<file path="config.mk">
export PLATFORM = sky130hd
export DESIGN_NAME = ansi_text_terminal_engine_unit_flat
export DESIGN_NICKNAME = d
export VERILOG_FILES = /design/src/atte_pkg.sv /design/src/atte_if.sv /design/src/atte_fifo.sv /design/src/atte_front.sv /design/src/atte_back.sv /design/src/ansi_text_terminal_engine_unit.sv /design/src/flat_wrapper.sv
export VERILOG_INCLUDE_DIRS = /design/src /design/src/src
export SDC_FILE = /design/constraint.sdc
export NUM_CORES = 1
export LEC_CHECK = 0
export BUFFER_PORTS_ARGS = -buffer_cell sky130_fd_sc_hd__buf_2
export CAP_MARGIN = 20
export CORE_MARGIN = 2
export CORE_UTILIZATION = 36
export CTS_CLUSTER_DIAMETER = 100
export DETAILED_ROUTE_END_ITERATION = 10
export GPL_ROUTABILITY_DRIVEN = 0
export GPL_TIMING_DRIVEN = 0
export PLACE_DENSITY = 0.48
export SLEW_MARGIN = 20
export SYNTH_ARGS = -nofsm -noshare
export SYNTH_HDL_FRONTEND = slang
export SYNTH_HIERARCHICAL = 1
export SYNTH_SLANG_ARGS = --single-unit
</file>
<file path="constraint.sdc">
create_clock -name clk -period 6.9 [get_ports clk]
set_input_delay 0.69 -clock clk [delete_from_list [all_inputs] [get_ports clk]]
set_output_delay 0.69 -clock clk [all_outputs]
set_load 0.005 [all_outputs]
</file>
<file path="src/assert_macros.svh">
// Assertion macros shared by the terminal engine modules.
`ifndef ASSERT_MACROS_SVH
`define ASSERT_MACROS_SVH

// Same-cycle implication, sampled on clk, off while rst_n is low.
`define ATTE_ASSERT_IMPL(name, ante, cons) \
  name: assert property (@(posedge clk) disable iff (!rst_n) (ante) |-> (cons)) \
    else $error("terminal engine assertion failed");

// Next-cycle implication, sampled on clk, off while rst_n is low.
`define ATTE_ASSERT_NEXT(name, ante, cons) \
  name: assert property (@(posedge clk) disable iff (!rst_n) (ante) |=> (cons)) \
    else $error("terminal engine assertion failed");

`endif

</file>
<file path="src/atte_pkg.sv">
// Types, constants and colour functions of the text terminal engine.
package atte_pkg;

  localparam int TEXT_ROWS_DEF   = 30;
  localparam int TEXT_COLS_DEF   = 80;
  localparam int MAX_CSI_DEF     = 8;
  localparam int QUEUE_DEPTH_DEF = 2;

  // command fields sized for the largest grid
  localparam int ROW_CMD_W = 6;
  localparam int COL_CMD_W = 7;
  // result fields
  localparam int ROW_OUT_W = 5;
  localparam int COL_OUT_W = 7;
  localparam int RGB_W     = 24;
  localparam int PARAM_W   = 16;

  localparam logic [PARAM_W-1:0] PARAM_SAT = 16'hFFFF;

  localparam logic [7:0] CH_ESC   = 8'h1B;
  localparam logic [7:0] CH_LF    = 8'h0A;
  localparam logic [7:0] CH_CR    = 8'h0D;
  localparam logic [7:0] CH_TAB   = 8'h09;
  localparam logic [7:0] CH_BS    = 8'h08;
  localparam logic [7:0] CH_SPACE = 8'h20;
  localparam logic [7:0] CH_LBRK  = 8'h5B;
  localparam logic [7:0] CH_SEMI  = 8'h3B;
  localparam logic [7:0] CH_ZERO  = 8'h30;
  localparam logic [7:0] CH_NINE  = 8'h39;
  localparam logic [7:0] CH_SGR   = 8'h6D;
  localparam logic [7:0] CH_ED    = 8'h4A;
  localparam logic [7:0] CH_CUP   = 8'h48;
  localparam logic [7:0] CH_HVP   = 8'h66;

  localparam logic [PARAM_W-1:0] SGR_RESET     = 16'd0;
  localparam logic [PARAM_W-1:0] SGR_BOLD      = 16'd1;
  localparam logic [PARAM_W-1:0] SGR_NORMAL    = 16'd22;
  localparam logic [PARAM_W-1:0] SGR_FG_LO     = 16'd30;
  localparam logic [PARAM_W-1:0] SGR_FG_HI     = 16'd37;
  localparam logic [PARAM_W-1:0] SGR_FG_DEF    = 16'd39;
  localparam logic [PARAM_W-1:0] SGR_BG_LO     = 16'd40;
  localparam logic [PARAM_W-1:0] SGR_BG_HI     = 16'd47;
  localparam logic [PARAM_W-1:0] SGR_BG_DEF    = 16'd49;
  localparam logic [PARAM_W-1:0] SGR_BRIGHT_LO = 16'd90;
  localparam logic [PARAM_W-1:0] SGR_BRIGHT_HI = 16'd97;
  localparam logic [PARAM_W-1:0] ED_ALL        = 16'd2;

  localparam logic [3:0] DEFAULT_IDX = 4'd8;

  typedef logic [RGB_W-1:0] rgb_t;

  localparam rgb_t FG_DEFAULT      = 24'hAAAAAA;
  localparam rgb_t FG_DEFAULT_BOLD = 24'hFFFFFF;
  localparam rgb_t BG_DEFAULT      = 24'h000000;

  localparam rgb_t PAL_NORM [0:7] = '{
    24'h000000, 24'hAA0000, 24'h00AA00, 24'hAA5500,
    24'h0000AA, 24'hAA00AA, 24'h00AAAA, 24'hAAAAAA
  };
  localparam rgb_t PAL_BRIGHT [0:7] = '{
    24'h555555, 24'hFF5555, 24'h55FF55, 24'hFFFF55,
    24'h5555FF, 24'hFF55FF, 24'h55FFFF, 24'hFFFFFF
  };

  typedef enum logic [1:0] {
    ACT_DRAW   = 2'd0,
    ACT_SCROLL = 2'd1,
    ACT_CLEAR  = 2'd2,
    ACT_REPORT = 2'd3
  } action_t;

  typedef enum logic [1:0] {
    ESC_TEXT,
    ESC_SEEN,
    ESC_CSI
  } esc_state_t;

  typedef enum logic [2:0] {
    CMD_NOP,
    CMD_PRINT,
    CMD_TAB,
    CMD_LF,
    CMD_CR,
    CMD_BS,
    CMD_CUP,
    CMD_CLEAR
  } cmd_kind_t;

  typedef enum logic [1:0] {
    F_IDLE,
    F_SGR,
    F_REPORT
  } front_state_t;

  typedef enum logic [2:0] {
    B_IDLE,
    B_DRAW,
    B_SCROLL,
    B_CLEAR,
    B_REPORT
  } back_state_t;

  typedef struct packed {
    cmd_kind_t            kind;
    logic [7:0]           glyph;
    logic [ROW_CMD_W-1:0] row;
    logic [COL_CMD_W-1:0] column;
    rgb_t                 fore_rgb;
    rgb_t                 back_rgb;
  } cmd_t;

  function automatic rgb_t fore_colour(input logic [3:0] idx, input logic bold);
    rgb_t c;
    if (idx[3]) begin
      c = bold ? FG_DEFAULT_BOLD : FG_DEFAULT;
    end else begin
      c = bold ? PAL_BRIGHT[idx[2:0]] : PAL_NORM[idx[2:0]];
    end
    return c;
  endfunction

  function automatic rgb_t back_colour(input logic [3:0] idx);
    rgb_t c;
    c = idx[3] ? BG_DEFAULT : PAL_NORM[idx[2:0]];
    return c;
  endfunction

endpackage

</file>
<file path="src/atte_if.sv">
// Handshake channels of the terminal engine: byte input, results, configuration.
interface atte_byte_if;
  logic       valid;
  logic       ready;
  logic [7:0] byte_in;

  modport source (output valid, output byte_in, input ready);
  modport sink   (input valid, input byte_in, output ready);
endinterface

interface atte_result_if;
  logic                           valid;
  logic                           ready;
  logic [1:0]                     action;
  logic [atte_pkg::ROW_OUT_W-1:0] row;
  logic [atte_pkg::COL_OUT_W-1:0] column;
  logic [7:0]                     glyph;
  logic [atte_pkg::RGB_W-1:0]     fore_rgb;
  logic [atte_pkg::RGB_W-1:0]     back_rgb;
  logic                           last;

  modport source (output valid, output action, output row, output column, output glyph,
                  output fore_rgb, output back_rgb, output last, input ready);
  modport sink   (input valid, input action, input row, input column, input glyph,
                  input fore_rgb, input back_rgb, input last, output ready);
endinterface

interface atte_cfg_if;
  logic valid;
  logic ready;
  logic enabled;

  modport source (output valid, output enabled, input ready);
  modport sink   (input valid, input enabled, output ready);
endinterface

</file>
<file path="src/atte_fifo.sv">
// Short command queue between the byte parser and the result sequencer.
`include "assert_macros.svh"

module atte_fifo #(
  parameter int DEPTH = atte_pkg::QUEUE_DEPTH_DEF
) (
  input  logic            clk,
  input  logic            rst_n,
  input  logic            push,
  input  atte_pkg::cmd_t  data_in,
  input  logic            pop,
  output atte_pkg::cmd_t  data_out,
  output logic            full,
  output logic            empty
);

  localparam int PTR_W = $clog2(DEPTH);
  localparam int CNT_W = $clog2(DEPTH + 1);

  atte_pkg::cmd_t   mem_r [DEPTH];
  logic [PTR_W-1:0] wr_ptr_r, wr_ptr_nxt;
  logic [PTR_W-1:0] rd_ptr_r, rd_ptr_nxt;
  logic [CNT_W-1:0] fill_r, fill_nxt;

  assign full     = (fill_r == CNT_W'(DEPTH));
  assign empty    = (fill_r == '0);
  assign data_out = mem_r[rd_ptr_r];

  always_comb begin
    wr_ptr_nxt = wr_ptr_r;
    rd_ptr_nxt = rd_ptr_r;
    fill_nxt   = fill_r;
    if (push) begin
      wr_ptr_nxt = (wr_ptr_r == PTR_W'(DEPTH - 1)) ? '0 : wr_ptr_r + 1'b1;
    end
    if (pop) begin
      rd_ptr_nxt = (rd_ptr_r == PTR_W'(DEPTH - 1)) ? '0 : rd_ptr_r + 1'b1;
    end
    priority if (push && !pop) begin
      fill_nxt = fill_r + 1'b1;
    end else if (pop && !push) begin
      fill_nxt = fill_r - 1'b1;
    end else begin
      fill_nxt = fill_r;
    end
  end

  always_ff @(posedge clk) begin
    if (!rst_n) begin
      wr_ptr_r <= '0;
      rd_ptr_r <= '0;
      fill_r   <= '0;
    end else begin
      wr_ptr_r <= wr_ptr_nxt;
      rd_ptr_r <= rd_ptr_nxt;
      fill_r   <= fill_nxt;
    end
    if (push) begin
      mem_r[wr_ptr_r] <= data_in;
    end
  end

  `ATTE_ASSERT_IMPL(fifo_no_overrun, push || pop, !(push && full) && !(pop && empty))
  `ATTE_ASSERT_NEXT(fifo_push_fills, push && !pop, !empty)

endmodule

</file>
<file path="src/atte_front.sv">
// Byte front end: ESC/CSI parser, SGR colour state, command classification.
`include "assert_macros.svh"

module atte_front #(
  parameter int TEXT_ROWS      = atte_pkg::TEXT_ROWS_DEF,
  parameter int TEXT_COLS      = atte_pkg::TEXT_COLS_DEF,
  parameter int MAX_CSI_VALUES = atte_pkg::MAX_CSI_DEF
) (
  input  logic           clk,
  input  logic           rst_n,
  atte_byte_if.sink      in_bus,
  atte_cfg_if.sink       cfg_bus,
  input  logic           q_full,
  output logic           q_push,
  output atte_pkg::cmd_t q_data
);

  localparam int CNT_W = $clog2(MAX_CSI_VALUES + 1);
  localparam int IDX_W = $clog2(MAX_CSI_VALUES);
  localparam int PW    = atte_pkg::PARAM_W;

  logic                    enabled_r;
  atte_pkg::front_state_t  fstate_r, fstate_nxt;
  atte_pkg::esc_state_t    esc_r, esc_nxt;
  logic [CNT_W-1:0]        count_r, count_nxt;
  logic [PW-1:0]           acc_r, acc_nxt;
  logic [PW-1:0]           vals_r [MAX_CSI_VALUES];
  logic [IDX_W-1:0]        walk_r, walk_nxt;
  logic [3:0]              fidx_r, fidx_nxt;
  logic [3:0]              bidx_r, bidx_nxt;
  logic                    bold_r, bold_nxt;

  logic                    accept;
  logic                    take;
  logic                    is_digit;
  logic                    sgr_go;
  logic                    walk_last;
  logic                    vals_we;
  logic [IDX_W-1:0]        cur_idx;
  logic [PW-1:0]           walk_param;
  logic [PW-1:0]           p0, p1;
  logic [19:0]             acc_ext;
  logic [PW-1:0]           acc_sat;
  logic [PW-1:0]           cup_row, cup_col;
  atte_pkg::cmd_t          cmd;

  assign cfg_bus.ready = 1'b1;
  assign in_bus.ready  = (fstate_r == atte_pkg::F_IDLE) && !q_full;
  assign accept        = in_bus.valid && in_bus.ready;
  assign take          = accept && enabled_r;

  assign is_digit = (in_bus.byte_in >= atte_pkg::CH_ZERO) && (in_bus.byte_in <= atte_pkg::CH_NINE);
  assign sgr_go   = take && (esc_r == atte_pkg::ESC_CSI) && (in_bus.byte_in == atte_pkg::CH_SGR);

  // the open parameter lives in acc_r; closed ones in vals_r
  assign cur_idx    = IDX_W'(count_r - 1'b1);
  assign walk_last  = (CNT_W'(walk_r) == count_r - 1'b1);
  assign walk_param = walk_last ? acc_r : vals_r[walk_r];
  assign p0         = (count_r <= CNT_W'(1)) ? acc_r : vals_r[0];
  assign p1         = (count_r == CNT_W'(2)) ? acc_r : vals_r[1];

  assign acc_ext = (20'(acc_r) << 3) + (20'(acc_r) << 1)
                 + 20'(in_bus.byte_in - atte_pkg::CH_ZERO);
  assign acc_sat = (acc_ext > 20'(atte_pkg::PARAM_SAT)) ? atte_pkg::PARAM_SAT : acc_ext[PW-1:0];

  // cursor position, 1-based and clamped to the grid
  always_comb begin
    cup_row = (count_r != '0 && p0 != '0) ? p0 - 1'b1 : '0;
    cup_col = (count_r >= CNT_W'(2) && p1 != '0) ? p1 - 1'b1 : '0;
    if (cup_row >= PW'(TEXT_ROWS)) begin
      cup_row = PW'(TEXT_ROWS - 1);
    end
    if (cup_col >= PW'(TEXT_COLS)) begin
      cup_col = PW'(TEXT_COLS - 1);
    end
  end

  // next state
  always_comb begin
    fstate_nxt = fstate_r;
    unique case (fstate_r)
      atte_pkg::F_IDLE: begin
        if (sgr_go) begin
          fstate_nxt = (count_r == '0) ? atte_pkg::F_REPORT : atte_pkg::F_SGR;
        end
      end
      atte_pkg::F_SGR: begin
        if (walk_last) begin
          fstate_nxt = atte_pkg::F_REPORT;
        end
      end
      atte_pkg::F_REPORT: begin
        if (!q_full) begin
          fstate_nxt = atte_pkg::F_IDLE;
        end
      end
      default: fstate_nxt = atte_pkg::F_IDLE;
    endcase
  end

  // parser datapath and command output
  always_comb begin
    esc_nxt    = esc_r;
    count_nxt  = count_r;
    acc_nxt    = acc_r;
    walk_nxt   = walk_r;
    fidx_nxt   = fidx_r;
    bidx_nxt   = bidx_r;
    bold_nxt   = bold_r;
    vals_we    = 1'b0;
    q_push     = 1'b0;
    cmd        = '0;
    cmd.kind   = atte_pkg::CMD_NOP;

    unique case (fstate_r)
      atte_pkg::F_IDLE: begin
        if (take) begin
          q_push = 1'b1;
          if (esc_r != atte_pkg::ESC_TEXT || in_bus.byte_in == atte_pkg::CH_ESC) begin
            unique case (esc_r)
              atte_pkg::ESC_TEXT: esc_nxt = atte_pkg::ESC_SEEN;
              atte_pkg::ESC_SEEN: begin
                if (in_bus.byte_in == atte_pkg::CH_LBRK) begin
                  esc_nxt   = atte_pkg::ESC_CSI;
                  count_nxt = '0;
                  acc_nxt   = '0;
                end else begin
                  esc_nxt = atte_pkg::ESC_TEXT;
                end
              end
              atte_pkg::ESC_CSI: begin
                priority if (is_digit) begin
                  if (count_r == '0) begin
                    count_nxt = CNT_W'(1);
                  end
                  acc_nxt = acc_sat;
                end else if (in_bus.byte_in == atte_pkg::CH_SEMI) begin
                  if (count_r < CNT_W'(MAX_CSI_VALUES)) begin
                    vals_we   = (count_r != '0);
                    acc_nxt   = '0;
                    count_nxt = count_r + 1'b1;
                  end
                end else begin
                  esc_nxt = atte_pkg::ESC_TEXT;
                  priority if (in_bus.byte_in == atte_pkg::CH_SGR) begin
                    q_push   = 1'b0;
                    walk_nxt = '0;
                    if (count_r == '0) begin
                      fidx_nxt = atte_pkg::DEFAULT_IDX;
                      bidx_nxt = atte_pkg::DEFAULT_IDX;
                      bold_nxt = 1'b0;
                    end
                  end else if (in_bus.byte_in == atte_pkg::CH_ED) begin
                    if (count_r == '0 || p0 == atte_pkg::ED_ALL) begin
                      cmd.kind = atte_pkg::CMD_CLEAR;
                    end
                  end else if (in_bus.byte_in == atte_pkg::CH_CUP ||
                               in_bus.byte_in == atte_pkg::CH_HVP) begin
                    cmd.kind   = atte_pkg::CMD_CUP;
                    cmd.row    = atte_pkg::ROW_CMD_W'(cup_row);
                    cmd.column = atte_pkg::COL_CMD_W'(cup_col);
                  end else begin
                    cmd.kind = atte_pkg::CMD_NOP;
                  end
                end
              end
              default: esc_nxt = atte_pkg::ESC_TEXT;
            endcase
          end else begin
            priority if (in_bus.byte_in == atte_pkg::CH_LF) begin
              cmd.kind = atte_pkg::CMD_LF;
            end else if (in_bus.byte_in == atte_pkg::CH_CR) begin
              cmd.kind = atte_pkg::CMD_CR;
            end else if (in_bus.byte_in == atte_pkg::CH_TAB) begin
              cmd.kind  = atte_pkg::CMD_TAB;
              cmd.glyph = atte_pkg::CH_SPACE;
            end else if (in_bus.byte_in == atte_pkg::CH_BS) begin
              cmd.kind = atte_pkg::CMD_BS;
            end else if (in_bus.byte_in >= atte_pkg::CH_SPACE) begin
              cmd.kind  = atte_pkg::CMD_PRINT;
              cmd.glyph = in_bus.byte_in;
            end else begin
              cmd.kind = atte_pkg::CMD_NOP;
            end
          end
        end
      end
      atte_pkg::F_SGR: begin
        walk_nxt = walk_r + 1'b1;
        priority if (walk_param == atte_pkg::SGR_RESET) begin
          fidx_nxt = atte_pkg::DEFAULT_IDX;
          bidx_nxt = atte_pkg::DEFAULT_IDX;
          bold_nxt = 1'b0;
        end else if (walk_param == atte_pkg::SGR_BOLD) begin
          bold_nxt = 1'b1;
        end else if (walk_param == atte_pkg::SGR_NORMAL) begin
          bold_nxt = 1'b0;
        end else if (walk_param >= atte_pkg::SGR_FG_LO && walk_param <= atte_pkg::SGR_FG_HI) begin
          fidx_nxt = 4'(walk_param - atte_pkg::SGR_FG_LO);
        end else if (walk_param == atte_pkg::SGR_FG_DEF) begin
          fidx_nxt = atte_pkg::DEFAULT_IDX;
        end else if (walk_param >= atte_pkg::SGR_BG_LO && walk_param <= atte_pkg::SGR_BG_HI) begin
          bidx_nxt = 4'(walk_param - atte_pkg::SGR_BG_LO);
        end else if (walk_param == atte_pkg::SGR_BG_DEF) begin
          bidx_nxt = atte_pkg::DEFAULT_IDX;
        end else if (walk_param >= atte_pkg::SGR_BRIGHT_LO &&
                     walk_param <= atte_pkg::SGR_BRIGHT_HI) begin
          fidx_nxt = 4'(walk_param - atte_pkg::SGR_BRIGHT_LO);
          bold_nxt = 1'b1;
        end else begin
          bold_nxt = bold_r;
        end
      end
      atte_pkg::F_REPORT: begin
        q_push = !q_full;
      end
      default: begin
        q_push = 1'b0;
      end
    endcase

    // colours as they stand after this beat
    cmd.fore_rgb = atte_pkg::fore_colour(fidx_nxt, bold_nxt);
    cmd.back_rgb = atte_pkg::back_colour(bidx_nxt);
  end

  assign q_data = cmd;

  always_ff @(posedge clk) begin
    if (!rst_n) begin
      enabled_r <= 1'b1;
      fstate_r  <= atte_pkg::F_IDLE;
      esc_r     <= atte_pkg::ESC_TEXT;
      count_r   <= '0;
      fidx_r    <= atte_pkg::DEFAULT_IDX;
      bidx_r    <= atte_pkg::DEFAULT_IDX;
      bold_r    <= 1'b0;
    end else begin
      if (cfg_bus.valid) begin
        enabled_r <= cfg_bus.enabled;
      end
      fstate_r <= fstate_nxt;
      esc_r    <= esc_nxt;
      count_r  <= count_nxt;
      fidx_r   <= fidx_nxt;
      bidx_r   <= bidx_nxt;
      bold_r   <= bold_nxt;
    end
    acc_r  <= acc_nxt;
    walk_r <= walk_nxt;
    if (vals_we) begin
      vals_r[cur_idx] <= acc_r;
    end
  end

  `ATTE_ASSERT_IMPL(front_walk_has_params, fstate_r == atte_pkg::F_SGR, count_r != '0)

endmodule

</file>
<file path="src/atte_back.sv">
// Result sequencer: cursor state, draws, scrolls, clears and cursor reports.
`include "assert_macros.svh"

module atte_back #(
  parameter int TEXT_ROWS = atte_pkg::TEXT_ROWS_DEF,
  parameter int TEXT_COLS = atte_pkg::TEXT_COLS_DEF
) (
  input  logic           clk,
  input  logic           rst_n,
  input  logic           q_empty,
  input  atte_pkg::cmd_t q_data,
  output logic           q_pop,
  atte_result_if.source  out_bus
);

  localparam int ROW_W = $clog2(TEXT_ROWS);
  localparam int COL_W = $clog2(TEXT_COLS);

  atte_pkg::back_state_t bstate_r, bstate_nxt;
  atte_pkg::cmd_t        cur_r, cur_nxt;
  logic [ROW_W-1:0]      row_r, row_nxt;
  logic [COL_W-1:0]      col_r, col_nxt;

  logic                            out_valid_r, out_valid_nxt;
  atte_pkg::action_t               act_r, act_nxt;
  logic [atte_pkg::ROW_OUT_W-1:0]  orow_r, orow_nxt;
  logic [atte_pkg::COL_OUT_W-1:0]  ocol_r, ocol_nxt;
  logic [7:0]                      glyph_r, glyph_nxt;
  atte_pkg::rgb_t                  fore_r, fore_nxt;
  atte_pkg::rgb_t                  back_r, back_nxt;
  logic                            last_r, last_nxt;

  logic             load;
  logic             emit;
  logic             row_last;
  logic [COL_W:0]   col_p1;
  logic             col_wrap;

  assign load     = !out_valid_r || out_bus.ready;
  assign row_last = (row_r == ROW_W'(TEXT_ROWS - 1));
  assign col_p1   = {1'b0, col_r} + 1'b1;
  assign col_wrap = (col_p1 >= (COL_W + 1)'(TEXT_COLS));

  assign out_bus.valid    = out_valid_r;
  assign out_bus.action   = act_r;
  assign out_bus.row      = orow_r;
  assign out_bus.column   = ocol_r;
  assign out_bus.glyph    = glyph_r;
  assign out_bus.fore_rgb = fore_r;
  assign out_bus.back_rgb = back_r;
  assign out_bus.last     = last_r;

  // next state
  always_comb begin
    bstate_nxt = bstate_r;
    unique case (bstate_r)
      atte_pkg::B_IDLE: begin
        if (!q_empty) begin
          unique case (q_data.kind)
            atte_pkg::CMD_PRINT, atte_pkg::CMD_TAB: bstate_nxt = atte_pkg::B_DRAW;
            atte_pkg::CMD_LF:    bstate_nxt = row_last ? atte_pkg::B_SCROLL : atte_pkg::B_REPORT;
            atte_pkg::CMD_CLEAR: bstate_nxt = atte_pkg::B_CLEAR;
            default:             bstate_nxt = atte_pkg::B_REPORT;
          endcase
        end
      end
      atte_pkg::B_DRAW: begin
        if (load) begin
          priority if (col_wrap) begin
            bstate_nxt = row_last ? atte_pkg::B_SCROLL : atte_pkg::B_REPORT;
          end else if (cur_r.kind == atte_pkg::CMD_TAB && col_p1[2:0] != 3'd0) begin
            bstate_nxt = atte_pkg::B_DRAW;
          end else begin
            bstate_nxt = atte_pkg::B_REPORT;
          end
        end
      end
      atte_pkg::B_SCROLL, atte_pkg::B_CLEAR: begin
        if (load) begin
          bstate_nxt = atte_pkg::B_REPORT;
        end
      end
      atte_pkg::B_REPORT: begin
        if (load) begin
          bstate_nxt = atte_pkg::B_IDLE;
        end
      end
      default: bstate_nxt = atte_pkg::B_IDLE;
    endcase
  end

  // cursor moves and result payload
  always_comb begin
    cur_nxt   = cur_r;
    row_nxt   = row_r;
    col_nxt   = col_r;
    q_pop     = 1'b0;
    emit      = 1'b0;
    act_nxt   = act_r;
    orow_nxt  = '0;
    ocol_nxt  = '0;
    glyph_nxt = '0;
    last_nxt  = 1'b0;

    unique case (bstate_r)
      atte_pkg::B_IDLE: begin
        if (!q_empty) begin
          q_pop   = 1'b1;
          cur_nxt = q_data;
          unique case (q_data.kind)
            atte_pkg::CMD_LF: begin
              col_nxt = '0;
              if (!row_last) begin
                row_nxt = row_r + 1'b1;
              end
            end
            atte_pkg::CMD_CR: col_nxt = '0;
            atte_pkg::CMD_BS: begin
              priority if (col_r != '0) begin
                col_nxt = col_r - 1'b1;
              end else if (row_r != '0) begin
                row_nxt = row_r - 1'b1;
                col_nxt = COL_W'(TEXT_COLS - 1);
              end else begin
                col_nxt = col_r;
              end
            end
            atte_pkg::CMD_CUP: begin
              row_nxt = ROW_W'(q_data.row);
              col_nxt = COL_W'(q_data.column);
            end
            default: col_nxt = col_r;
          endcase
        end
      end
      atte_pkg::B_DRAW: begin
        if (load) begin
          emit      = 1'b1;
          act_nxt   = atte_pkg::ACT_DRAW;
          orow_nxt  = atte_pkg::ROW_OUT_W'(row_r);
          ocol_nxt  = atte_pkg::COL_OUT_W'(col_r);
          glyph_nxt = cur_r.glyph;
          if (col_wrap) begin
            col_nxt = '0;
            if (!row_last) begin
              row_nxt = row_r + 1'b1;
            end
          end else begin
            col_nxt = col_p1[COL_W-1:0];
          end
        end
      end
      atte_pkg::B_SCROLL: begin
        if (load) begin
          emit    = 1'b1;
          act_nxt = atte_pkg::ACT_SCROLL;
        end
      end
      atte_pkg::B_CLEAR: begin
        if (load) begin
          emit    = 1'b1;
          act_nxt = atte_pkg::ACT_CLEAR;
          row_nxt = '0;
          col_nxt = '0;
        end
      end
      atte_pkg::B_REPORT: begin
        if (load) begin
          emit     = 1'b1;
          act_nxt  = atte_pkg::ACT_REPORT;
          orow_nxt = atte_pkg::ROW_OUT_W'(row_r);
          ocol_nxt = atte_pkg::COL_OUT_W'(col_r);
          last_nxt = 1'b1;
        end
      end
      default: begin
        emit = 1'b0;
      end
    endcase

    fore_nxt      = cur_r.fore_rgb;
    back_nxt      = cur_r.back_rgb;
    out_valid_nxt = load ? emit : out_valid_r;
  end

  always_ff @(posedge clk) begin
    if (!rst_n) begin
      bstate_r    <= atte_pkg::B_IDLE;
      row_r       <= '0;
      col_r       <= '0;
      out_valid_r <= 1'b0;
    end else begin
      bstate_r    <= bstate_nxt;
      row_r       <= row_nxt;
      col_r       <= col_nxt;
      out_valid_r <= out_valid_nxt;
    end
    cur_r <= cur_nxt;
    if (emit) begin
      act_r   <= act_nxt;
      orow_r  <= orow_nxt;
      ocol_r  <= ocol_nxt;
      glyph_r <= glyph_nxt;
      fore_r  <= fore_nxt;
      back_r  <= back_nxt;
      last_r  <= last_nxt;
    end
  end

  `ATTE_ASSERT_IMPL(back_cursor_in_grid, 1'b1,
                    row_r <= ROW_W'(TEXT_ROWS - 1) && col_r <= COL_W'(TEXT_COLS - 1))
  `ATTE_ASSERT_IMPL(back_last_is_report, out_valid_r && last_r, act_r == atte_pkg::ACT_REPORT)

endmodule

</file>
<file path="src/ansi_text_terminal_engine_unit.sv">
// Top level of the ANSI text terminal engine: parser, command queue, result sequencer.
//
//   channel   | direction | beat carries
//   ----------+-----------+------------------------------------------------------
//   in_bus    | in        | byte_in, one byte of the character stream
//   out_bus   | out       | action, row, column, glyph, fore_rgb, back_rgb, last
//   cfg_bus   | in        | enabled, always ready
//
// The parser accepts a byte only while idle and while the queue has room; SGR with
// parameters holds the parser while it applies them, one parameter a cycle, and then
// while it pushes the report. The sequencer takes a command off the queue and then
// emits one result per cycle while the output is not stalled. Reset (rst_n low, synchronous) empties
// the queue and the output stage; no clearing pass. Either side may stall: the queue
// decouples them.
module ansi_text_terminal_engine_unit #(
  parameter int TEXT_ROWS      = atte_pkg::TEXT_ROWS_DEF,
  parameter int TEXT_COLS      = atte_pkg::TEXT_COLS_DEF,
  parameter int MAX_CSI_VALUES = atte_pkg::MAX_CSI_DEF,
  parameter int QUEUE_DEPTH    = atte_pkg::QUEUE_DEPTH_DEF
) (
  input  logic          clk,
  input  logic          rst_n,
  atte_byte_if.sink     in_bus,
  atte_result_if.source out_bus,
  atte_cfg_if.sink      cfg_bus
);

  logic           q_push;
  logic           q_pop;
  logic           q_full;
  logic           q_empty;
  atte_pkg::cmd_t q_wdata;
  atte_pkg::cmd_t q_rdata;

  atte_front #(
    .TEXT_ROWS      (TEXT_ROWS),
    .TEXT_COLS      (TEXT_COLS),
    .MAX_CSI_VALUES (MAX_CSI_VALUES)
  ) u_front (
    .clk     (clk),
    .rst_n   (rst_n),
    .in_bus  (in_bus),
    .cfg_bus (cfg_bus),
    .q_full  (q_full),
    .q_push  (q_push),
    .q_data  (q_wdata)
  );

  atte_fifo #(
    .DEPTH (QUEUE_DEPTH)
  ) u_queue (
    .clk      (clk),
    .rst_n    (rst_n),
    .push     (q_push),
    .data_in  (q_wdata),
    .pop      (q_pop),
    .data_out (q_rdata),
    .full     (q_full),
    .empty    (q_empty)
  );

  atte_back #(
    .TEXT_ROWS (TEXT_ROWS),
    .TEXT_COLS (TEXT_COLS)
  ) u_back (
    .clk     (clk),
    .rst_n   (rst_n),
    .q_empty (q_empty),
    .q_data  (q_rdata),
    .q_pop   (q_pop),
    .out_bus (out_bus)
  );

endmodule

</file>
<file path="src/flat_wrapper.sv">
// flat-port wrapper written by rule: the top's interface ports become plain ports
module ansi_text_terminal_engine_unit_flat 
#(
  parameter int TEXT_ROWS      = atte_pkg::TEXT_ROWS_DEF,
  parameter int TEXT_COLS      = atte_pkg::TEXT_COLS_DEF,
  parameter int MAX_CSI_VALUES = atte_pkg::MAX_CSI_DEF,
  parameter int QUEUE_DEPTH    = atte_pkg::QUEUE_DEPTH_DEF
)
  (clk, rst_n, in_bus_valid, in_bus_byte_in, in_bus_ready, out_bus_valid, out_bus_action, out_bus_row, out_bus_column, out_bus_glyph, out_bus_fore_rgb, out_bus_back_rgb, out_bus_last, out_bus_ready, cfg_bus_valid, cfg_bus_enabled, cfg_bus_ready);
  atte_byte_if in_bus_i ();
  atte_result_if out_bus_i ();
  atte_cfg_if cfg_bus_i ();
  input  logic clk;
  input  logic rst_n;
  input wire logic [$bits(in_bus_i.valid)-1:0] in_bus_valid;
  input wire logic [$bits(in_bus_i.byte_in)-1:0] in_bus_byte_in;
  output wire logic [$bits(in_bus_i.ready)-1:0] in_bus_ready;
  output wire logic [$bits(out_bus_i.valid)-1:0] out_bus_valid;
  output wire logic [$bits(out_bus_i.action)-1:0] out_bus_action;
  output wire logic [$bits(out_bus_i.row)-1:0] out_bus_row;
  output wire logic [$bits(out_bus_i.column)-1:0] out_bus_column;
  output wire logic [$bits(out_bus_i.glyph)-1:0] out_bus_glyph;
  output wire logic [$bits(out_bus_i.fore_rgb)-1:0] out_bus_fore_rgb;
  output wire logic [$bits(out_bus_i.back_rgb)-1:0] out_bus_back_rgb;
  output wire logic [$bits(out_bus_i.last)-1:0] out_bus_last;
  input wire logic [$bits(out_bus_i.ready)-1:0] out_bus_ready;
  input wire logic [$bits(cfg_bus_i.valid)-1:0] cfg_bus_valid;
  input wire logic [$bits(cfg_bus_i.enabled)-1:0] cfg_bus_enabled;
  output wire logic [$bits(cfg_bus_i.ready)-1:0] cfg_bus_ready;
  assign in_bus_i.valid = in_bus_valid;
  assign in_bus_i.byte_in = in_bus_byte_in;
  assign in_bus_ready = in_bus_i.ready;
  assign out_bus_valid = out_bus_i.valid;
  assign out_bus_action = out_bus_i.action;
  assign out_bus_row = out_bus_i.row;
  assign out_bus_column = out_bus_i.column;
  assign out_bus_glyph = out_bus_i.glyph;
  assign out_bus_fore_rgb = out_bus_i.fore_rgb;
  assign out_bus_back_rgb = out_bus_i.back_rgb;
  assign out_bus_last = out_bus_i.last;
  assign out_bus_i.ready = out_bus_ready;
  assign cfg_bus_i.valid = cfg_bus_valid;
  assign cfg_bus_i.enabled = cfg_bus_enabled;
  assign cfg_bus_ready = cfg_bus_i.ready;
  ansi_text_terminal_engine_unit #(.TEXT_ROWS(TEXT_ROWS), .TEXT_COLS(TEXT_COLS), .MAX_CSI_VALUES(MAX_CSI_VALUES), .QUEUE_DEPTH(QUEUE_DEPTH)) u_core (.clk(clk), .rst_n(rst_n), .in_bus(in_bus_i), .out_bus(out_bus_i), .cfg_bus(cfg_bus_i));
endmodule
</file>
==> impl_metrics.json <==
{
  "drc": 0,
  "cp.arrival_ns": 5.48,
  "yosysWarnings": 6,
  "routed_wl_mm": 51.6,
  "cts_tree": "built",
  "synth_cells": 1591,
  "finalSetupViolCount": 0,
  "slew_headroom_pct": 31.2,
  "vias": 13500,
  "status": "complete, no violations",
  "grt_pass1_vias": 13500,
  "cp_common_cell": "inv_1",
  "clkLatencyLatePin_ns": 0.62,
  "dp_slack_ns": 1.41,
  "leakage_nw": 8.64,
  "drtAntennaViolNets": 0,
  "regArea_um2": 13400,
  "grt_pass1_wl_mm": 79.5,
  "std_cell_rows": 89,
  "power.share.clock_pct": 33.7,
  "clock_path_buffers": 3,
  "rsz0062_at_grt": "no",
  "holdCritPathClass": "primary input to flop",
  "worst-setup-path-type": "flop to flop",
  "seqPwrFrac_pct": 46.8,
  "p_total_mw": 8.08,
  "htreeDepth": 2,
  "finalMaxSlewViolations": 0,
  "first_iter_violations": 911,
  "track_usage_pct": 16.9,
  "worst_slew_pin_slew_ns": 1.02,
  "nNetsFinal": 1833,
  "finalWorstSetupSlack_ns": 1.73,
  "cts-root-buf": "clkbuf_16",
  "cts_resized": 0,
  "postCtsSetupBuffers": 0,
  "hpwl_mm": 36.8,
  "fin_hold_ws_ns": 0.309,
  "syn2layout_area_growth_pct": 16.6,
  "swShare_pct": 27.2,
  "avgViaCountPerCell": 5.24,
  "hold_viol": 0,
  "crit_path_end_kind": "flop",
  "p_int_mw": 5.88,
  "numCtsBuffers": 51,
  "avgSynthCellArea_um2": 13.5,
  "antenna_found_initial": 0,
  "p_switching_mw": 2.20,
  "core_area_um2": 59000,
  "vdd_ir_drop_max_mv": 0.330,
  "syn_area_um2": 21500,
  "die_h_um": 248,
  "worstPathRequired_ns": 7.21,
  "dieArea_um2": 61600,
  "power_density_nw_per_um2": 323,
  "period_minus_slack_ns": 5.17,
  "cts.clk_slew.worst_paths_ns": 0.06,
  "skew_ns": 0.0478,
  "overflow": 0,
  "cts.sinks": 461,
  "finalCritPeriodShare_pct": 74.9,
  "cts_hold_buf": 0,
  "initial_core_util_pct": 36.4,
  "avgRoutedWirePerCell_um": 20.0,
  "fmax_mhz": 193,
  "die_x_um": 248,
  "critPathMaxFanout": 10,
  "grt_max_degree": 44,
  "post-route-util_pct": 42.4,
  "nFillCells": 5551,
  "n_antenna_cell": 0,
  "cp-start-kind": "flop",
  "drive_gt1_share_pct": 21.5,
  "io_pins": 88,
  "drv_cap": 0,
  "io_buffers": 85,
  "drtPass1Iterations": 5,
  "crit_path_top_delay_cell": "edfxtp_1",
  "combPwrFrac_pct": 19.5,
  "multi_input_area_um2": 7260,
  "cp_cell_sequence": "clkbuf_1 -> inv_1 -> fa_1 -> inv_1 -> ha_1 -> o21a_1 -> nor2_1 -> o21ai_1 -> a311o_1 -> a211oi_1 -> o21ai_0 -> a211o_1 -> a211oi_2 -> buf_2 -> a21oi_1",
  "max_stage_delay_ns": 0.68
}
[placed cells by master (no fill, tap or decap), types with 13 or more instances in the layout]
cell type	n
a22oi_1	15
a21oi_1	83
inv_1	59
nand2_1	70
nor2b_1	18
o21ai_0	49
mux2i_1	37
buf_6	15
xor2_1	24
a31oi_1	13
buf_2	96
nand2b_1	14
nor2_1	91
clkbuf_1	38
nand3_1	44
and2_1	14
edfxtp_1	419
a21o_1	14
nor3b_1	13
and3_1	23
clkbuf_16	51
ha_1	45
dfxtp_1	42
mux2_2	75
fa_1	15
xnor2_1	20
nor4_1	20
nor3_1	45
buf_4	53
[layer usage]
metal	global-route usage [%]	wire (µm)	part of all wire [%]	vias up
met4	6.41	1710	3.3	0
met3	2.54	2000	3.9	103
li1	-	-	-	6374
met2	27.2	24100	47	291
met1	22.9	23800	46	6710
met5	0	0	0	-
[power groups by stage]
stage                     Clock [mW]  Sequential, mW  Combinational (mW)
after floorplan                    0            3.88               0.898
after global placement             0            3.93                1.43
after detailed placement           0            3.85                1.59
after CTS                       2.80            3.79                1.60
after global routing            2.91            3.83                1.75
final                           2.72            3.78                1.58
[final cells by class]
cell class | count | share of cell area, %
sequential | 461 | 53.6
multi-input combinational | 973 | 29.0
clock buffer | 60 | 5.27
tap | 773 | 3.86
timing repair buffer | 108 | 3.25
buffer | 103 | 2.64
clock inverter | 35 | 1.50
inverter | 61 | 0.914
[critical path: cells and delay by family (launching register included)]
| family | cells | cell delay [ns] |
|---|---|---|
| buf+inv | 4 | 1.00 |
| simple gates | 1 | 0.14 |
| flops | 1 | 0.68 |
| fa+ha+maj | 2 | 0.94 |
| compound gates | 8 | 2.12 |
[per-stage QoR]
stage               instance area, µm²  TNS, ns  instances
global route                     25000        0       2574
floorplan                        21500        0       1598
CTS                              25000        0       2574
detailed placement               23300        0       2479
global placement                 22900  -110.47       2456
finish                           25000        0       2574
[worst paths after layout]
check                                            to  cells past startpoint                 startpoint  slack (ns)
setup / recovery            u_core/u_front/acc_r[9]                     15    u_core/u_front/acc_r[3]        1.73
hold / removal             u_core/u_front/enabled_r                      3            cfg_bus_enabled        0.31
setup reg to reg            u_core/u_front/acc_r[9]                     15    u_core/u_front/acc_r[3]        1.73
hold reg to reg   u_core/u_back/out_bus.fore_rgb[4]                      0  u_core/u_back/fore_nxt[4]        0.39
[registers in the layout (all words and copies together), names as in the netlist, 5 cells and up, named ones only]
| register | flops |
|---|---|
| u_core/u_back/col_r | 7 |
| u_core/u_back/out_bus.column | 7 |
| u_core/u_back/cur_r | 11 |
| u_core/u_queue/mem_r | 142 |
| u_core/u_back/out_bus.fore_rgb | 24 |
| u_core/u_back/back_nxt | 24 |
| u_core/u_front/vals_r | 128 |
| u_core/u_back/out_bus.glyph | 8 |
| u_core/u_front/acc_r | 16 |
| u_core/u_back/out_bus.back_rgb | 24 |
| u_core/u_back/row_r | 5 |
| u_core/u_back/out_bus.row | 5 |
| u_core/u_back/fore_nxt | 24 |
No activity file was read; power rests on OpenSTA's default activity.
